[src/hdl/ffra_pkg.sv]
// ----------------------------------------------------------------------------
// ffra_pkg
// Shared types, constants and command/status bundles of the region allocator.
// ----------------------------------------------------------------------------
package ffra_pkg;

  localparam int unsigned ADDR_W      = 48;
  localparam int unsigned MAX_REGIONS = 64;
  localparam int unsigned AW          = $clog2(MAX_REGIONS);
  localparam int unsigned IDX_W       = $clog2(MAX_REGIONS + 1);
  localparam int unsigned SHIFT_W     = 5;
  localparam int unsigned CFG_IDX_W   = 1;
  localparam logic [SHIFT_W-1:0] SHIFT_RESET = SHIFT_W'(12);

  localparam logic [1:0] OP_ALLOC = 2'd0;
  localparam logic [1:0] OP_FREE  = 2'd1;
  localparam logic [1:0] OP_CLEAR = 2'd2;

  localparam logic [1:0] ST_OK       = 2'd0;
  localparam logic [1:0] ST_MISALIGN = 2'd1;
  localparam logic [1:0] ST_TOO_LONG = 2'd2;
  localparam logic [1:0] ST_FULL     = 2'd3;

  localparam logic [CFG_IDX_W-1:0] REG_MAPPING_BASE = 1'b0;
  localparam logic [CFG_IDX_W-1:0] REG_PAGE_SHIFT   = 1'b1;

  typedef struct packed {
    logic [1:0]        operation;
    logic [ADDR_W-1:0] request_length;
    logic [ADDR_W-1:0] address;
  } in_item_t;

  typedef struct packed {
    logic [ADDR_W-1:0] start_address;
    logic [1:0]        status;
    logic              removed;
    logic [IDX_W-1:0]  region_count;
  } out_item_t;

  typedef struct packed {
    logic [ADDR_W-1:0] start_addr;
    logic [ADDR_W-1:0] end_addr;
    logic [ADDR_W-1:0] length;
  } entry_t;

  typedef enum logic [2:0] {IDX_HOLD, IDX_ZERO, IDX_COUNT, IDX_INC, IDX_DEC} idx_op_e;
  typedef enum logic [1:0] {CNT_HOLD, CNT_INC, CNT_DEC, CNT_CLR} cnt_op_e;
  typedef enum logic [1:0] {POS_HOLD, POS_HIT, POS_TAIL, POS_EMPTY} pos_op_e;
  typedef enum logic [1:0] {RD_CUR, RD_PREV, RD_NEXT} rd_sel_e;
  typedef enum logic {WR_SHIFT, WR_NEW} wr_sel_e;

  typedef struct packed {
    logic       load_item;
    idx_op_e    idx_op;
    cnt_op_e    cnt_op;
    pos_op_e    pos_op;
    logic       prev_load;
    logic       rd_en;
    rd_sel_e    rd_sel;
    logic       wr_en;
    wr_sel_e    wr_sel;
    logic       res_load;
    logic [1:0] res_status;
    logic       res_removed;
    logic       res_alloc;
    logic       out_load;
  } dp_cmd_t;

  typedef struct packed {
    logic [1:0] op;
    logic       count_zero;
    logic       count_full;
    logic       misaligned;
    logic       idx_zero;
    logic       idx_last;
    logic       idx_at_pos;
    logic       gap_fit;
    logic       match;
    logic       too_long;
    logic       out_free;
  } dp_sts_t;

endpackage

[src/hdl/ffra_ctrl.sv]
// ----------------------------------------------------------------------------
// ffra_ctrl
// Sequencer for allocate scan/insert, free search/remove, clear and reply.
// ----------------------------------------------------------------------------
module ffra_ctrl (
  input  logic                clk_i,
  input  logic                rst_ni,
  input  logic                in_valid_i,
  output logic                in_stall_o,
  input  ffra_pkg::dp_sts_t   sts_i,
  output ffra_pkg::dp_cmd_t   cmd_o
);
  import ffra_pkg::*;

  localparam logic [3:0] S_IDLE     = 4'd0;
  localparam logic [3:0] S_DECODE   = 4'd1;
  localparam logic [3:0] S_SCAN_RD  = 4'd2;
  localparam logic [3:0] S_SCAN_CHK = 4'd3;
  localparam logic [3:0] S_UP_RD    = 4'd4;
  localparam logic [3:0] S_UP_WR    = 4'd5;
  localparam logic [3:0] S_WR_NEW   = 4'd6;
  localparam logic [3:0] S_FR_RD    = 4'd7;
  localparam logic [3:0] S_FR_CHK   = 4'd8;
  localparam logic [3:0] S_DN_RD    = 4'd9;
  localparam logic [3:0] S_DN_WR    = 4'd10;
  localparam logic [3:0] S_DONE     = 4'd11;

  logic [3:0] state_q, state_d;

  always_ff @(posedge clk_i or negedge rst_ni) begin
    if (!rst_ni) begin
      state_q <= S_IDLE;
    end else begin
      state_q <= state_d;
    end
  end

  assign in_stall_o = (state_q != S_IDLE);

  always_comb begin
    cmd_o   = '0;
    state_d = state_q;
    unique case (state_q)
      S_IDLE: begin
        if (in_valid_i) begin
          cmd_o.load_item = 1'b1;
          state_d         = S_DECODE;
        end
      end
      S_DECODE: begin
        priority if (sts_i.op == OP_ALLOC) begin
          if (sts_i.count_full) begin
            cmd_o.res_load   = 1'b1;
            cmd_o.res_status = ST_FULL;
            state_d          = S_DONE;
          end else if (sts_i.count_zero) begin
            cmd_o.pos_op = POS_EMPTY;
            state_d      = S_WR_NEW;
          end else begin
            cmd_o.idx_op = IDX_ZERO;
            state_d      = S_SCAN_RD;
          end
        end else if (sts_i.op == OP_FREE) begin
          if (sts_i.misaligned) begin
            cmd_o.res_load   = 1'b1;
            cmd_o.res_status = ST_MISALIGN;
            state_d          = S_DONE;
          end else if (sts_i.count_zero) begin
            cmd_o.res_load = 1'b1;
            state_d        = S_DONE;
          end else begin
            cmd_o.idx_op = IDX_ZERO;
            state_d      = S_FR_RD;
          end
        end else if (sts_i.op == OP_CLEAR) begin
          cmd_o.cnt_op   = CNT_CLR;
          cmd_o.res_load = 1'b1;
          state_d        = S_DONE;
        end else begin
          cmd_o.res_load = 1'b1;
          state_d        = S_DONE;
        end
      end
      S_SCAN_RD: begin
        cmd_o.rd_en  = 1'b1;
        cmd_o.rd_sel = RD_CUR;
        state_d      = S_SCAN_CHK;
      end
      S_SCAN_CHK: begin
        priority if (sts_i.gap_fit && !sts_i.idx_zero) begin
          cmd_o.pos_op = POS_HIT;
          cmd_o.idx_op = IDX_COUNT;
          state_d      = S_UP_RD;
        end else if (sts_i.idx_last) begin
          cmd_o.pos_op = POS_TAIL;
          cmd_o.idx_op = IDX_COUNT;
          state_d      = S_UP_RD;
        end else begin
          cmd_o.prev_load = 1'b1;
          cmd_o.idx_op    = IDX_INC;
          state_d         = S_SCAN_RD;
        end
      end
      S_UP_RD: begin
        if (sts_i.idx_at_pos) begin
          state_d = S_WR_NEW;
        end else begin
          cmd_o.rd_en  = 1'b1;
          cmd_o.rd_sel = RD_PREV;
          state_d      = S_UP_WR;
        end
      end
      S_UP_WR: begin
        cmd_o.wr_en  = 1'b1;
        cmd_o.wr_sel = WR_SHIFT;
        cmd_o.idx_op = IDX_DEC;
        state_d      = S_UP_RD;
      end
      S_WR_NEW: begin
        cmd_o.wr_en     = 1'b1;
        cmd_o.wr_sel    = WR_NEW;
        cmd_o.cnt_op    = CNT_INC;
        cmd_o.res_load  = 1'b1;
        cmd_o.res_alloc = 1'b1;
        state_d         = S_DONE;
      end
      S_FR_RD: begin
        cmd_o.rd_en  = 1'b1;
        cmd_o.rd_sel = RD_CUR;
        state_d      = S_FR_CHK;
      end
      S_FR_CHK: begin
        priority if (sts_i.match) begin
          if (sts_i.too_long) begin
            cmd_o.res_load   = 1'b1;
            cmd_o.res_status = ST_TOO_LONG;
            state_d          = S_DONE;
          end else begin
            state_d = S_DN_RD;
          end
        end else if (sts_i.idx_last) begin
          cmd_o.res_load = 1'b1;
          state_d        = S_DONE;
        end else begin
          cmd_o.idx_op = IDX_INC;
          state_d      = S_FR_RD;
        end
      end
      S_DN_RD: begin
        if (sts_i.idx_last) begin
          cmd_o.cnt_op      = CNT_DEC;
          cmd_o.res_load    = 1'b1;
          cmd_o.res_removed = 1'b1;
          state_d           = S_DONE;
        end else begin
          cmd_o.rd_en  = 1'b1;
          cmd_o.rd_sel = RD_NEXT;
          state_d      = S_DN_WR;
        end
      end
      S_DN_WR: begin
        cmd_o.wr_en  = 1'b1;
        cmd_o.wr_sel = WR_SHIFT;
        cmd_o.idx_op = IDX_INC;
        state_d      = S_DN_RD;
      end
      S_DONE: begin
        if (sts_i.out_free) begin
          cmd_o.out_load = 1'b1;
          state_d        = S_IDLE;
        end
      end
      default: begin
        state_d = S_IDLE;
      end
    endcase
  end

endmodule

[config.mk]
export PLATFORM = sky130hd
export DESIGN_NAME = ffra_ctrl
export DESIGN_NICKNAME = d
export VERILOG_FILES = /design/src/hdl/ffra_pkg.sv /design/src/hdl/ffra_ctrl.sv
export SDC_FILE = /design/constraint.sdc
export NUM_CORES = 1
export LEC_CHECK = 0
export BUFFER_PORTS_ARGS = -buffer_cell sky130_fd_sc_hd__buf_2
export CORE_MARGIN = 3
export CORE_UTILIZATION = 44
export DETAILED_ROUTE_END_ITERATION = 16
export PLACE_DENSITY = 0.86
export SLEW_MARGIN = 20
export SYNTH_ARGS = -nofsm -noshare
export SYNTH_HDL_FRONTEND = slang
export SYNTH_SLANG_ARGS = --single-unit
[constraint.sdc]
create_clock -name clk_i -period 1.83 [get_ports clk_i]
set_input_delay 0.183 -clock clk_i [delete_from_list [all_inputs] [get_ports clk_i]]
set_output_delay 0.183 -clock clk_i [all_outputs]
set_load 0.1 [all_outputs]
==> results.json, run 1 <==
{
  "synthFlopType": "dfrtp_1",
  "yosysTopAreaCell": "dfrtp_1",
  "ioPinCount": 36,
  "failed_stage": "3_5_place_dp",
  "synth_edf_count": 0,
  "synth_compound_area_frac": 0.247,
  "rows": 13,
  "synth_top_family_by_area": "simple AND/OR/NAND/NOR gates",
  "hpwl_um": 2870,
  "status": "stopped before the end",
  "start_util": 0.490,
  "ys_ff_latch": 4,
  "netlist_area_sq_um": 669,
  "synth_area_leaders": "dfrtp_1 15%, nor4b_4 7.1%, nand2b_1 6.5%",
  "ys_top_cells_by_count": "11 x nor2_1, 7 x a21oi_1, 7 x nand2b_1, 7 x nor3_1, 6 x o21ai_0",
  "die-width_um": 45.0,
  "postSynth.asyncResetShare": 1.00,
  "numPortBuffers": 35,
  "synth.avg_cell_area_sq_um": 7.61,
  "synthXorXnorAreaFrac": 0,
  "ys_warn_count": 0,
  "fp.dieH_um": 45.0,
  "synth.top_cell.area_share": 0.150,
  "seq_area_frac_synth": 0.150,
  "tool.error": "[ERROR DPL-0033] detailed placement checks failed during check placement.",
  "synth_nets": 103,
  "synthMuxAreaShare": 0.0486,
  "yosysMostFrequentCell": "nor2_1",
  "synth_cell_types": 36,
  "gp_congestion": 0.875,
  "synthAdderAreaFrac": 0,
  "syn-instance-count": 88,
  "synthSimpleGateAreaFrac": 0.488
}
-- metrics by stage --
step              cells  hold WS, ns  setup WS, ns
global placement    142     -0.00795         0.158
floorplan            88       -0.113        -0.851
-- kinds of logic after synthesis --
kind of cell | Yosys count
and+or+nand+nor | 49
AOI/OAI and AO/OA | 25
buffers and inverters | 7
DFF | 4
muxes | 3
==> inputs of run 2 (changes only) <==
- CORE_AREA: unset -> 3 3 64 66
- CORE_MARGIN: 3 -> unset
- CORE_UTILIZATION: 44 -> unset
- DIE_AREA: unset -> 0 0 67 69
- PLACE_DENSITY: 0.86 -> unset
- PLACE_DENSITY_LB_ADDON: unset -> 0.15
==> run 2 against run 1 <==
  * The flow now finishes, with violations (negative setup slack)
  * Area after synthesis stayed put
  * Synthesized cell count stayed put
==> results.json, run 2 <==
{
  "path_common_cell": "nor4b_4",
  "clk_latency_ns": 0.21,
  "initialDrtViolationCount": 39,
  "netlist_area_sq_um": 669,
  "drive_gt1_frac": 0.630,
  "largest_reg_flops": 4,
  "relSlewSlack": 0.731,
  "synth_area_leaders": "dfrtp_1 15%, nor4b_4 7.1%, nand2b_1 6.5%",
  "gr-total-overflow": 0,
  "synth_nets": 103,
  "dp.cells": 179,
  "fp.dieH_um": 69,
  "fmax_mhz": 525,
  "rsz0062_at_grt": "true",
  "rows": 22,
  "htreeDepth": 1,
  "clk_pin_slew_ns": 0.03,
  "ys_warn_count": 0,
  "cpPeakStageDelay_ns": 0.41,
  "cts_tree": "done",
  "area_delta_synth_final_pct": 139,
  "cap_violations": 0,
  "coreArea_sq_um": 3630,
  "hold-worst-slack_ns": 0.235,
  "critPathTopFamily": "simple AND/OR/NAND/NOR gates",
  "syn-instance-count": 88,
  "arrival_ns": 1.72,
  "synthAdderAreaFrac": 0,
  "cts_num_sinks": 4,
  "viasPerCell": 4.74,
  "yosysTopAreaCell": "dfrtp_1",
  "critPathCaptureType": "primary output",
  "synth_edf_count": 0,
  "avgRoutedWirePerCell_um": 13.2,
  "grt_usage": 0.111,
  "finalHoldViolCount": 0,
  "setup-violations-final": 6,
  "grt_max_degree": 19,
  "grt_pass1_wl_um": 4040,
  "synth_cell_types": 36,
  "synth.top_cell.area_share": 0.150,
  "postSynth.asyncResetShare": 1.00,
  "start_util": 0.184,
  "worst_pin_slew_ns": 0.402,
  "hold_path_class": "in -> reg",
  "fin_util": 0.440,
  "clock_skew_ns": 0.000254,
  "fin_nets": 163,
  "drtAntennaViolNets": 0,
  "slew_viol_final": 0,
  "gp_congestion": 0.866,
  "final_cell_mix": "20 x buf_12, 20 x buf_4, 14 x buf_2",
  "wirelength_um": 2570,
  "final_cells": 194,
  "numPortBuffers": 35,
  "layout_min_cycle_time_ns": 1.90,
  "antenna_found_initial": 0,
  "crit_fanout": 3,
  "cp_cell_sequence": "nor4b_4 > nand2b_4 > nor4b_4 > a31o_4 > buf_12",
  "synth.avg_cell_area_sq_um": 7.61,
  "finalCritPeriodShare": 1.04,
  "cts_max_path_buffers": 2,
  "crit_type": "reg -> out",
  "seq_area_frac_synth": 0.150,
  "grt_pass1_vias": 847,
  "dr.pass1.iters": 4,
  "ys_top_cells_by_count": "11 x nor2_1, 7 x a21oi_1, 7 x nand2b_1, 7 x nor3_1, 6 x o21ai_0",
  "synthFlopType": "dfrtp_1",
  "top_register": "state_q",
  "timing.setup.tns_ns": -0.267,
  "die-width_um": 67,
  "cp.required_ns": 1.65,
  "ioPinCount": 36,
  "drc": 0,
  "critPathBufInv": 1,
  "synth_top_family_by_area": "simple AND/OR/NAND/NOR gates",
  "synth_compound_area_frac": 0.247,
  "violations": "negative setup slack",
  "num_vias": 919,
  "cts.root.buffer_cell": "clkbuf_8",
  "yosysMostFrequentCell": "nor2_1",
  "status": "finished with violations",
  "reg.largest.list": "state_q (4)",
  "slowest_stage": "dfrtp_1",
  "synthXorXnorAreaFrac": 0,
  "diodes": 0,
  "synthSimpleGateAreaFrac": 0.488,
  "hpwl_um": 2030,
  "cts_buffers": 3,
  "die_area_sq_um": 4620,
  "finalWorstSetupSlack_ns": -0.0736,
  "critPathLaunchType": "flop",
  "ys_ff_latch": 4,
  "synthMuxAreaShare": 0.0486
}
[run 2: cell counts after synthesis]
Identical to the previous run, type by type.
[run 2: layout make-up]
class,count,area (sq um)
Sequential cell,4,101
Multi-Input combinational cell,77,687
Inverter,2,7.51
Clock buffer,3,41.3
Fill cell,369,2040
Tap cell,48,60.1
Timing Repair Buffer,60,701
[run 2: metal layers]
layer | vias up | routed length [um] | global-route usage
li1 | 452 | - | -
met5 | - | 0 | 0
met2 | 44 | 1220 | 0.164
met3 | 4 | 156 | 0.00977
met1 | 419 | 1150 | 0.159
met4 | 0 | 42 | 0.0541
[run 2: per-stage QoR]
stage          cell area, sq um  worst slack [ns]
2_1_floorplan               817            -0.851
3_3_place_gp               1430             0.116
3_5_place_dp               1430             0.102
4_1_cts                    1540           -0.0939
5_1_grt                    1600            -0.134
6_report                   1600           -0.0736
[run 2: cells by family (layout without fill, tap and decap cells)]
family / Yosys count / count (layout)
AO/OA/AOI/OAI: 25 / 25
buffers and inverters: 7 / 65
flip-flops: 4 / 4
multiplexers: 3 / 3
AND/OR/NAND/NOR: 49 / 49
[run 2: worst paths after layout]
check	from	to	slack (ns)	cells after the start
worst max-delay path	state_q[3]	cmd_o[12]	-0.07	5
worst min-delay path	sts_i[0]	state_q[0]	0.23	2
worst max register to register	state_q[3]	state_q[1]	0.29	7
worst min register to register	state_q[0]	state_q[1]	0.72	2
max in group asynchronous	rst_ni	state_q[2]	1.39	2
min in group asynchronous	rst_ni	state_q[0]	0.31	2
[run 2: worst reg2reg max path, stage by stage (launching register included)]
cell	delay (ns)
dfrtp_1	0.41
buf_6	0.15
buf_4	0.12
nand2b_4	0.06
buf_6	0.11
buf_4	0.14
o31a_1	0.27
o21ai_0	0.18
[run 2: repair_timing]
action | CTS | global route
resized for setup | 4 | 7
setup buffers | 6 | 5
cloned | 0 | 0
hold buffers | 1 | 0
endpoints found under the hold margin | 4 | 0
setup endpoints to repair | 8 | 10
pin swaps | 2 | 4
Power of run 2 is left out: the tool's default activity adds up to more than one toggle a clock period on the data nets, which glitch-free logic cannot reach.
